### config.mk
export PLATFORM = sky130hd
export DESIGN_NAME = gsp_ram
export DESIGN_NICKNAME = d
export VERILOG_FILES = /design/src/rtl/core/gsp_ram.sv
export SDC_FILE = /design/constraint.sdc
export NUM_CORES = 1
export LEC_CHECK = 0
export BUFFER_PORTS_ARGS = -buffer_cell sky130_fd_sc_hd__buf_4
export CAP_MARGIN = 10
export CORE_MARGIN = 1
export CORE_UTILIZATION = 40
export CTS_BUF_LIST = sky130_fd_sc_hd__clkbuf_4 sky130_fd_sc_hd__clkbuf_8 sky130_fd_sc_hd__clkbuf_16
export DETAILED_ROUTE_END_ITERATION = 10
export MAX_ROUTING_LAYER = met4
export PLACE_DENSITY = 0.65
export SYNTH_ARGS = -nofsm -noshare
export SYNTH_HDL_FRONTEND = slang
export SYNTH_SLANG_ARGS = --single-unit
### constraint.sdc
create_clock -name clock -period 4.9 [get_ports clock]
set_input_delay 0.735 -clock clock [delete_from_list [all_inputs] [get_ports clock]]
set_output_delay 0.735 -clock clock [all_outputs]
set_load 0.02 [all_outputs]
### src/rtl/core/gsp_ram.sv
module gsp_ram #(
   parameter int WIDTH = 32,
   parameter int DEPTH = 16
) (
   input  logic                     clock,
   input  logic                     wr_en,
   input  logic [$clog2(DEPTH)-1:0] wr_addr,
   input  logic [WIDTH-1:0]         wr_data,
   input  logic [$clog2(DEPTH)-1:0] rd_addr,
   output logic [WIDTH-1:0]         rd_data
);

   logic [WIDTH-1:0] mem [DEPTH];
   logic [WIDTH-1:0] rd_data_ff;

   always_ff @(posedge clock) begin
      if (wr_en) begin
         mem[wr_addr] <= wr_data;
      end
      rd_data_ff <= mem[rd_addr];
   end

   assign rd_data = rd_data_ff;

endmodule

### Word-level counts from Yosys, hierarchy flattened

Memories as Yosys holds them, arrays and structs flattened. A register that Yosys moved wholly into a read port is not among the register bits.
Cells that the tools add are included.

| cells by class | value |
|---|---|
| add/subtract/negate cells | 0 |
| multiply operators | 0 |
| divide/modulo/power cells | 0 |
| order comparisons | 0 |
| equal/unequal tests | 0 |
| shift operators | 0 |
| mux-type cells | 2 |
| bitwise gates (word level) | 0 |
| reduce and logical (&&, ||, !) cells | 0 |

Operator list:

| kind | count |
|---|---|
| 1-bit two-way mux | 2 |

| storage, ports and cells | value |
|---|---|
| register bits | 0 |
| bits in latches | 0 |
| bits in writable memories | 512 |
| bits in read-only memories | 0 |
| output and inout port bits | 32 |
| word-level logic and storage cells | 3 |
| memories | 1 |

Memory list:

| memory | words | width | rd ports | clocked after memory_dff | write ports | RTL line | text |
|---|---|---|---|---|---|---|---|
| mem | 16 | 32 | 1 | 1 | 1 | 13 | `logic [WIDTH-1:0] mem [DEPTH];` |

### Depth between registers and ports, before layout

| logic depth | value |
|---|---|
| word-level depth | 2 |
| depth in mapped cells | 5 |

### Worst setup path before layout

No wires, ideal clock.

| path | value |
|---|---|
| kind | input-to-reg |
| start | input wr_addr[2] |
| end | memory mem[0][0], enable pin |
| setup time | 0.461 ns |
| arrival time | 3.453 ns |
| slack | 0.985 ns |
| stages on the path | 2 |
| path buffers | 0 |
| path through | or3b_2 -> nor3_1 |

RTL lines:

| item | RTL line | text |
|---|---|---|
| start: declaration | 7 | `input logic [$clog2(DEPTH)-1:0] wr_addr,` |
| end: declaration | 13 |  |

Straight into the memory's write port.

==> run metrics <==
FILL cells between 3000 and 4000; clk_lat worst skew around 590 ps; max_cap viols 0; sequential share of the synthesized area 80.67%; crit path cell chain buf_4, buf_4, mux4_2, a22oi_1, nand2_1; GRT Util Overall about 17%; multi-input logic area approximately 3700 µm²; via count about 9000; critical path capture point type flop; Total Wirelength just over 40000 µm; crit-path leading delay family buffers and inverters; wire length of the first global-routing pass roughly 62000 µm; std cell rows between 80 and 90; Post-synth EDFFs ~510; total negative slack 0 ps; TritonRoute pass-1 iters 5; fin nets roughly 990; outcome finished clean; Non-Filler Instances 1657; vias per inst 5.416; CP most frequent cell buf_4; WP data required roughly 5400 ps; WL/cell roughly 25 µm; Longest Clk Path Bufs 3; Period minus WS final 2375 ps; PostCTS Resize Cnt 0; height of the die 224.8 µm; Max VDD drop between 0.0002 and 0.0003 V; Worst Max-Slew Pin Slew ~1100 ps; postcts setup bufs 0; Yosys top cell area share between 70% and 80%; clock skew roughly 15 ps; vias in the first global route approximately 9500; Crit Path Class in2reg; slowest stage delay, CP a little under 600 ps; crit path DAT 2830 ps; Clock transition at path regs approximately 60 ps; FF/Latch Area ~16000 µm²; GP Congestion 0.6956; Ys Warns 0; antenna-violating nets left 0; Peak Freq around 420 MHz; mean post-synth cell area around 24 µm²; Slew HR between 20% and 30%; Syn Std Cell Area 19850 µm²; Leak 7.463 nW; Buf/Inv on CP 2; CP startpoint kind input port; H-tree Lvls 2; first-iteration detailed-routing DRC count between 800 and 900; drt drc 0; final setup violating endpoints 0; Boundary Pins 74; most area-consuming cells after synthesis edfxtp_1 (77%), mux4_2 (15%), dfxtp_1 (3.2%); final worst-path cycle share around half; most common cell in the netlist edfxtp_1; CTS Root Buffer Type clkbuf_16; hold_ws about 450 ps; TritonCTS clock tree built; PwrDens around 430 nW/µm²; final hold vios 0; RSZ-0062 raised after global routing no; layout cells sized above 1 between 30% and 40%; CP max-delay cell buf_4; DP HPWL 21790 µm; Synth-to-Final Area Change 17.20%; fin. max-slew vios 0; Worst Path Max Fanout 43; Mapped Cells ~840; Hold Path Class in2reg; I/O Buffers 73; top post-synthesis cells by count edfxtp_1 (512), mux4_2 (128), a22oi_1 (64); antenna violations before repair 1; Primary FF master, synth edfxtp_1; number of buffers inserted by hold repair at cts 0; top cell type by total area after synthesis edfxtp_1; Starting Density about two fifths; chip width between 200 and 250 µm; #FFs+latches synth around 540; Sink Count ~540; Syn Nets just under 900; Synth async-reset ratio 0%; Netlist cell types 18; Core Util, Final between 40% and 50%; largest net degree at the start of global routing 60; Die Area about 51000 µm²; global route total overflow 0; Core Region 48950 µm²; Inst Count DP roughly 1600; CTS buffer count 53
## layout make-up
class / instances / share of cell area (%)
sequential: 544 / 68.83
multi-input combinational: 251 / 16.12
clock buffer: 71 / 6.361
tap: 664 / 3.570
timing repair buffer: 99 / 3.436
clock inverter: 27 / 1.678
antenna: 1 / 0.01075
## logic make-up (layout without fill, tap and decap cells)
| group | Yosys count | after routing | synth area share (%) |
|---|---|---|---|
| buffers and inverters | 43 | 197 | 1.122 |
| flip-flops | 544 | 544 | 80.67 |
| AO/OA/AOI/OAI | 64 | 64 | 2.420 |
| multiplexers | 128 | 128 | 14.52 |
| AND/OR/NAND/NOR | 59 | 59 | 1.273 |
| other | 0 | 1 | 0 |
## stage by stage
| stage | total power [mW] | worst slack, ps | instance area [µm²] |
|---|---|---|---|
| 4_1_cts | 10.13 | 2555 | 23270 |
| 6_report | 10.04 | 2525 | 23270 |
| 2_1_floorplan | 5.613 | 985.4 | 19850 |
| 5_1_grt | 10.35 | 2446 | 23270 |
| 3_5_place_dp | 5.853 | 1942 | 21400 |
| 3_3_place_gp | 5.840 | 1957 | 21340 |
## flip-flops by register name, indices dropped and copies added (netlist names)
name,count
rd_data,32
mem,512
## cell usage in the layout (no fill, tap or decap), types with 6 or more instances in the layout
master     instances
edfxtp_1         512
clkinv_1           7
dfxtp_1           32
clkinv_2           6
clkbuf_16         53
nor2_4            13
mux4_2           128
bufinv_16         10
a22oi_1           64
buf_4             94
nand2_1           33
clkbuf_4          15
## routing by layer
layer	track usage (%)	vias up	routed length (µm)
li1	-	3800	-
met1	23.62	4775	17540
met2	26.89	332	20000
met3	3.410	68	2893
met4	5.047	0	874
met5	-	-	0
## power breakdown
group	internal [mW]	total, mW	switching (mW)	leakage, nW
Sequential	5.20	5.24	0.0357	4.89
Clock	2.65	4.30	1.65	0.933
Combinational	0.212	0.506	0.294	1.63
## path summary, 6_finish.rpt
| path | end | slack [ps] | start | cells past startpoint |
|---|---|---|---|---|
| setup / recovery | rd_data[5] | 2530 | rd_addr[1] | 5 |
| hold / removal | mem[0][13] | 450 | wr_data[13] | 1 |
| setup reg to reg | rd_data[5] | 3450 | mem[2][5] | 3 |
| hold reg to reg | rd_data[5] | 670 | mem[12][5] | 3 |
Note: power is estimated with default switching activity, not from simulation.
