==> src/rtl/core/gsp_pkg.sv <==
package gsp_pkg;

   localparam int GRID_N    = 128;
   localparam int STRIDE    = GRID_N + 2;
   localparam int CELLS     = STRIDE * STRIDE;
   localparam int ADDR_W    = $clog2(CELLS);
   localparam int IDX_W     = $clog2(STRIDE);
   localparam int FIELD_W   = 8;
   localparam int DATA_W    = 32;
   localparam int ACC_W     = DATA_W + 4;
   localparam int CSR_IDX_W = 1;

   localparam logic [1:0] OP_WRITE_U = 2'd0;
   localparam logic [1:0] OP_WRITE_B = 2'd1;
   localparam logic [1:0] OP_READ_U  = 2'd2;
   localparam logic [1:0] OP_SWEEP   = 2'd3;

   localparam logic [CSR_IDX_W-1:0] CSR_STEP_SQUARED  = 1'b0;
   localparam logic [CSR_IDX_W-1:0] CSR_INTERIOR_SIZE = 1'b1;

   localparam logic [DATA_W-1:0]  STEP_SQUARED_RESET  = 32'd262144;
   localparam logic [FIELD_W-1:0] INTERIOR_SIZE_RESET = 8'd128;

   localparam logic [1:0] ACC_HOLD  = 2'd0;
   localparam logic [1:0] ACC_LOAD  = 2'd1;
   localparam logic [1:0] ACC_ADD_U = 2'd2;
   localparam logic [1:0] ACC_ADD_P = 2'd3;

   typedef struct packed {
      logic [1:0] acc_op;
      logic       prod_en;
      logic       old_en;
      logic       nv_en;
      logic       best_clr;
      logic       best_upd;
   } dp_ctrl_type;

endpackage

==> src/rtl/core/gsp_dpath.sv <==
module gsp_dpath (
   input  logic                             clock,
   input  gsp_pkg::dp_ctrl_type             ctrl,
   input  logic [gsp_pkg::DATA_W-1:0]       step_squared,
   input  logic [gsp_pkg::DATA_W-1:0]       u_rdata,
   input  logic [gsp_pkg::DATA_W-1:0]       b_rdata,
   output logic [gsp_pkg::DATA_W-1:0]       new_value,
   output logic [gsp_pkg::DATA_W-1:0]       best_change
);

   import gsp_pkg::*;

   logic signed [ACC_W-1:0]     acc_ff, acc_in;
   logic signed [2*DATA_W:0]    prod_full;
   logic [DATA_W-1:0]           prod_ff;
   logic [DATA_W-1:0]           old_ff;
   logic [DATA_W-1:0]           nv_ff;
   logic [DATA_W-1:0]           best_ff, best_in;
   logic signed [ACC_W-1:0]     u_ext, p_ext;
   logic signed [ACC_W-1:0]     rnd_sum, rnd_shift;
   logic [ACC_W-DATA_W:0]       rnd_hi;
   logic signed [DATA_W:0]      diff;
   logic [DATA_W:0]             diff_neg;
   logic [DATA_W-1:0]           mag;

   assign prod_full = $signed(b_rdata) * $signed({1'b0, step_squared});
   assign u_ext = {{(ACC_W-DATA_W){u_rdata[DATA_W-1]}}, u_rdata};
   assign p_ext = {{(ACC_W-DATA_W){prod_ff[DATA_W-1]}}, prod_ff};

   always_comb begin
      case (ctrl.acc_op)
         ACC_LOAD:  acc_in = u_ext;
         ACC_ADD_U: acc_in = acc_ff + u_ext;
         ACC_ADD_P: acc_in = acc_ff + p_ext;
         default:   acc_in = acc_ff;
      endcase
   end

   // The stencil value is rounded half up, then saturated to the signed word.
   assign rnd_sum   = acc_ff + ACC_W'(2);
   assign rnd_shift = rnd_sum >>> 2;
   assign rnd_hi    = rnd_shift[ACC_W-1:DATA_W-1];

   always_comb begin
      if ((&rnd_hi) || !(|rnd_hi)) begin
         new_value = rnd_shift[DATA_W-1:0];
      end else if (rnd_shift[ACC_W-1]) begin
         new_value = {1'b1, {(DATA_W-1){1'b0}}};
      end else begin
         new_value = {1'b0, {(DATA_W-1){1'b1}}};
      end
   end

   assign diff     = $signed({old_ff[DATA_W-1], old_ff}) - $signed({nv_ff[DATA_W-1], nv_ff});
   assign diff_neg = -diff;
   assign mag      = diff[DATA_W] ? diff_neg[DATA_W-1:0] : diff[DATA_W-1:0];

   always_comb begin
      best_in = best_ff;
      if (ctrl.best_clr) begin
         best_in = '0;
      end else if (ctrl.best_upd && (mag > best_ff)) begin
         best_in = mag;
      end
   end

   always_ff @(posedge clock) begin
      acc_ff  <= acc_in;
      best_ff <= best_in;
      if (ctrl.prod_en) begin
         prod_ff <= prod_full[2*DATA_W-1:DATA_W];
      end
      if (ctrl.old_en) begin
         old_ff <= u_rdata;
      end
      if (ctrl.nv_en) begin
         nv_ff <= new_value;
      end
   end

   assign best_change = best_ff[DATA_W-1] ? {1'b0, {(DATA_W-1){1'b1}}} : best_ff;

endmodule

==> config.mk <==
export PLATFORM = sky130hd
export DESIGN_NAME = gsp_dpath
export DESIGN_NICKNAME = d
export VERILOG_FILES = /design/src/rtl/core/gsp_pkg.sv /design/src/rtl/core/gsp_dpath.sv
export SDC_FILE = /design/constraint.sdc
export NUM_CORES = 2
export LEC_CHECK = 0
export BUFFER_PORTS_ARGS = -buffer_cell sky130_fd_sc_hd__buf_2
export CELL_PAD_IN_SITES_DETAIL_PLACEMENT = 0
export CELL_PAD_IN_SITES_GLOBAL_PLACEMENT = 1
export CORE_UTILIZATION = 56
export CTS_CLUSTER_DIAMETER = 150
export CTS_CLUSTER_SIZE = 28
export DETAILED_ROUTE_END_ITERATION = 12
export GPL_ROUTABILITY_DRIVEN = 0
export PLACE_DENSITY = 0.95
export SYNTH_ARGS = -nofsm -noshare
export SYNTH_HDL_FRONTEND = slang
export SYNTH_SLANG_ARGS = --single-unit
==> constraint.sdc <==
create_clock -name clock -period 17.6 [get_ports clock]
set_input_delay 3.52 -clock clock [delete_from_list [all_inputs] [get_ports clock]]
set_output_delay 3.52 -clock clock [all_outputs]
set_load 0.01 [all_outputs]
### Word-level counts from Yosys, hierarchy flattened

Cells that the tools add are included.

| operators by class | value |
|---|---|
| add/sub/neg operators | 5 |
| multiply operators | 1 |
| magnitude comparators | 1 |
| equality and inequality tests | 3 |
| muxes and demuxes | 5 |
| reductions and logical operators | 6 |

Operators with widths:

| operator | number |
|---|---|
| 36-bit one-hot mux with 3 select lines | 1 |
| 32-bit two-way mux | 3 |
| 36-bit by 32-bit adder with 36-bit output | 2 |
| 32-bit by 33-bit multiplier with 64-bit output | 1 |
| 36-bit by 3-bit adder with 36-bit output, second input constant | 1 |
| 32-bit by 32-bit subtractor with 33-bit output | 1 |
| 32-bit greater-than comparator | 1 |
| 32-bit negation | 1 |
| 31-bit two-way mux | 1 |
| 2-bit == test, second input constant | 2 |
| 3-bit AND reduction | 1 |
| 3-bit nonzero test | 1 |
| 3-bit OR reduction | 1 |
| 2-bit by 1-bit == test with 1-bit output, second input constant | 1 |
| 1-bit logical AND | 1 |
| 1-bit logical NOT | 1 |
| 1-bit logical OR | 1 |

| word-level totals | value |
|---|---|
| register bits | 164 |
| input bits | 104 |

### Longest topological paths before layout

| depth | value |
|---|---|
| depth after elaboration | 5 |
| depth in mapped cells | 29 |
| gate-level depth less buffers | 28 |

### Least setup slack after synthesis

OpenSTA, ideal clock, no wires.

| timing | value |
|---|---|
| path kind | input -> register |
| from | input port b_rdata[31] (netlist bit) |
| to | register prod_ff[31], data pin |
| library setup time | 0.265 ns |
| arrival time | 10.296 ns |
| setup slack | 7.039 ns |
| cell stages on the path | 26 |
| cell sequence | clkinv_1 clkbuf_1 fa_1 inv_1 fa_1 inv_1 fa_1 fa_1 inv_1 fa_1 fa_1 fa_1 inv_1 fa_1 inv_1 ha_1 a21oi_1 o21ai_0 a2111oi_0 a21oi_1 a31oi_1 o21ai_0 a21oi_1 o21ai_0 a221oi_1 xnor2_1 |

| on the way | value |
|---|---|
| word-level cells in the longest chain between the ends | 1 |

RTL lines:

| what | RTL line | text |
|---|---|---|
| start, declared | gsp_dpath.sv:6 | `input logic [gsp_pkg::DATA_W-1:0] b_rdata,` |
| 32-bit by 33-bit multiplier with 64-bit output | gsp_dpath.sv:26 | `assign prod_full = $signed(b_rdata) * $signed({1'b0, step_squared});` |
| named net prod_full[63] | gsp_dpath.sv:14 | `logic signed [2*DATA_W:0] prod_full;` |
| end signal, assigned | gsp_dpath.sv:71 | `prod_ff <= prod_full[2*DATA_W-1:DATA_W];` |
| end, declared | gsp_dpath.sv:15 | `logic [DATA_W-1:0] prod_ff;` |

The timed path passes the listed nets, and every way through them passes these cells.
A chain may end at the register's enable or synchronous reset.

### Worst setup path in the final report

Ends and elaborated chain as after synthesis.

==> results.md <==
- # hold bufs at CTS: 0
- Standard cell with the maximum stage delay on the critical path: sky130_fd_sc_hd__fa_1
- Worst setup path startpoint: b_rdata[31]
- Post-route minimum period: 11720 ps
- Most repeated cell in the gate-level netlist after synthesis: sky130_fd_sc_hd__inv_1
- Detailed-route wire length: 119400 um
- Setup Buffers After CTS: 0
- Fill cell total of the finished layout: 6809
- Placeable core region: 79260 um2
- Clock-pin slew of the registers on the worst-case setup and hold paths: 70 ps
- Global routing met2 resource utilization: 0.4989
- Largest clock skew in the final design: 17.65 ps
- H-tree levels: 4
- Area of placed instances: 46260 um2
- CP Max Fanout: 18
- Number of synthesized flops with an enable pin: 132
- Normalized max-slew margin: 0.3041
- Run status: finished clean
- Library cell occupying the most area in the post-synthesis netlist: sky130_fd_sc_hd__fa_1
- Distinct cells, synth: 91
- Resized Gates After CTS: 0
- Global routing's busiest layer: met2
- Critical path capture point type: flop
- Initial core utilization: 0.5681
- Iteration-0 DRC count of the detailed router: 2700
- Cell occurring most often along the worst timing path: sky130_fd_sc_hd__fa_1
- Latest clock arrival within the worst-skew pair: 460 ps
- Number of buffers created by CTS: 17
- Area added between synthesis and finish: 4.138%
- GRT overflow: 0
- Average instance area after synthesis: 9.316 um2
- Final number of max-transition violations: 0
- Cell row count: 103
- Pre-antenna DRT Iters: 5
- Post-synthesis instance total: 4833
- Fraction of final layout cells with drive strength greater than 1: 0.06290
- Worst slack at placement: 5465 ps
- Cell count along the critical path: 26
- Type of origin of the critical path: primary input
- Final worst path period share: 0.6657
- Non-Filler Cell Area, Final: 46890 um2
- Transition time at the pin with the least slew margin: 1041 ps
- Data required, critical path: 17800 ps
- Commonest cells in the netlist: sky130_fd_sc_hd__inv_1 (964), sky130_fd_sc_hd__fa_1 (898), sky130_fd_sc_hd__and2_1 (631)
- Seq/Total Area, Yosys: 0.1023
- CP top delay family: adder cells
- Net count after synthesis: 6223
- Via count of the first global-routing pass: 35540
- Maximum clock frequency: 85.35 MHz
- Startpoint of the worst register-to-register path: old_ff[0]
- Grt met1 use: 0.4030
- Average detailed-routed wire length per instance: 20.37 um
- Via count: 33470
- Share of synthesized flip-flops with an asynchronous set or reset: 0
- Max-cap violations: 0
- Number of antenna violations at the first check in global routing: 9
- Top-level port count: 168
- Vias per cell: 5.713
- Total number of clock tree sinks: 164
- CTS tree: built
- Start point of the worst hold path: best_ff[10]
- Vertical extent of the die: 285.6 um
- Overall die area: 81540 um2
- Critical path endpoint: prod_ff[31]
- Worst stage delay on the critical path: 760 ps
- Port-buffer cells: 166
- Wire length of the first global-routing pass: 193000 um
- Final number of hold-violating endpoints: 0
- Yosys synthesis warning count: 0
- Worst min path class: flop to flop
- Dpl hpwl: 90300 um
- Clock root cell: sky130_fd_sc_hd__clkbuf_16
- Buf/Inv on CP: 7
- Synth Cell Area: 45020 um2
- Most used flip-flop cell after synthesis: sky130_fd_sc_hd__edfxtp_1
- Least setup slack across all paths after layout: 5883 ps
- Global Route met3 Usage: 0.05710
- Chip Width: 285.6 um
- Worst Reg-to-Reg Cells: 26
- Leading cell types by total area after synthesis: sky130_fd_sc_hd__fa_1 (40%), sky130_fd_sc_hd__ha_1 (11%), sky130_fd_sc_hd__edfxtp_1 (8.8%), sky130_fd_sc_hd__and2_1 (8.8%), sky130_fd_sc_hd__inv_1 (8.0%)
- WS Path Type: primary input to flop
- Worst reg2reg path endpoint: best_ff[26]
- Final setup fails: 0
- Synth Register Bits: 164
- Area share of the largest cell type after synthesis: 0.3993
- Post-DRT Antenna Nets: 0
- Count of nets after finishing: 6178
- RSZ-0062 raised after global routing: false
- Remaining routing DRC violations: 0
- Final setup TNS: 0 ps
- Largest net degree at the start of global routing: 60
- All-Layer GR Usage: 0.3034
- Reg2reg setup slack: 10700 ps
- Max Root-Sink Buffers: 2
- Endpoint arrival time on the critical path: 11920 ps
layer usage:
metal / vias up / wire, um
met5: - / 13
met2: 1533 / 56700
li1: 14860 / -
met3: 254 / 11210
met1: 16830 / 47310
met4: 2 / 4133
sequential cells by signal (all words and copies together), names as in the netlist:
register  flops
best_ff      32
prod_ff      32
nv_ff        32
acc_ff       36
old_ff       32
through the flow:
stage	utilization	instances	hold WS [ps]
finish	0.5916	5859	454.4
global route	0.5916	5858	472.5
CTS	0.5913	5851	458.6
detailed placement	0.5837	5819	448.8
global placement	0.5837	5819	443.6
floorplan	-	4833	436.3
logic make-up (layout without fill, tap and decap cells):
logic type / after synthesis / count (layout) / share of synthesized area
compound gates: 472 / 472 / 0.07072
fa+ha+maj: 1286 / 1286 / 0.5071
buf+inv: 1210 / 1178 / 0.1031
mux: 56 / 56 / 0.01398
flops: 164 / 164 / 0.1023
xor+xnor: 145 / 145 / 0.02821
simple gates: 1499 / 1499 / 0.1745
other cells: 1 / 9 / 0.00008329
worst reg2reg max path: cells and delay by family, from the launching register on:
kind,cells,cell delay (ps)
compound gates,11,2290
xor+xnor,2,660
fa+ha+maj,3,860
buf+inv,3,620
flops,1,370
simple gates,7,2000
cell usage in the layout (no fill, tap or decap), drive strengths merged, types with 13 or more instances in the layout:
| cell type | netlist | final |
|---|---|---|
| xor2 | 54 | 54 |
| nand3 | 56 | 56 |
| inv | 964 | 973 |
| ha | 388 | 388 |
| and3 | 13 | 13 |
| clkbuf | 233 | 17 |
| or3 | 17 | 17 |
| nand2b | 27 | 27 |
| nand2 | 486 | 486 |
| and2 | 633 | 633 |
| nor2 | 127 | 127 |
| nor4 | 14 | 14 |
| mux2 | 55 | 55 |
| a31oi | 17 | 17 |
| o211ai | 18 | 18 |
| dfxtp | 32 | 32 |
| xnor2 | 91 | 91 |
| nor3 | 30 | 30 |
| a21o | 60 | 60 |
| buf | 10 | 180 |
| nand4 | 38 | 38 |
| nor2b | 16 | 16 |
| fa | 898 | 898 |
| o21bai | 16 | 16 |
| o21a | 24 | 24 |
| edfxtp | 132 | 132 |
| o21ai | 97 | 97 |
| a211oi | 34 | 34 |
| a21oi | 111 | 111 |
final cells by class:
type	count	area, um2	share of cell area
Sequential cell	164	4604	0.09820
Timing Repair Buffer	180	935.9	0.01996
Tap cell	1050	1314	0.02802
Antenna cell	8	20.02	0.0004270
Clock buffer	17	425.4	0.009073
Inverter	966	3626	0.07733
Multi-Input combinational cell	3459	35780	0.7632
Clock inverter	15	177.7	0.003789
worst min path at each step:
stage	endpoint	slack (ps)	cells past startpoint
5_1_grt	best_ff[10]	470	2
3_5_place_dp	best_ff[8]	450	2
4_1_cts	best_ff[8]	460	2
6_report	best_ff[10]	450	2
2_1_floorplan	best_ff[10]	440	2
3_3_place_gp	best_ff[10]	440	2
Power is not shown: default switching activity piles up to over one toggle a cycle in this logic, so the estimate is an artifact.
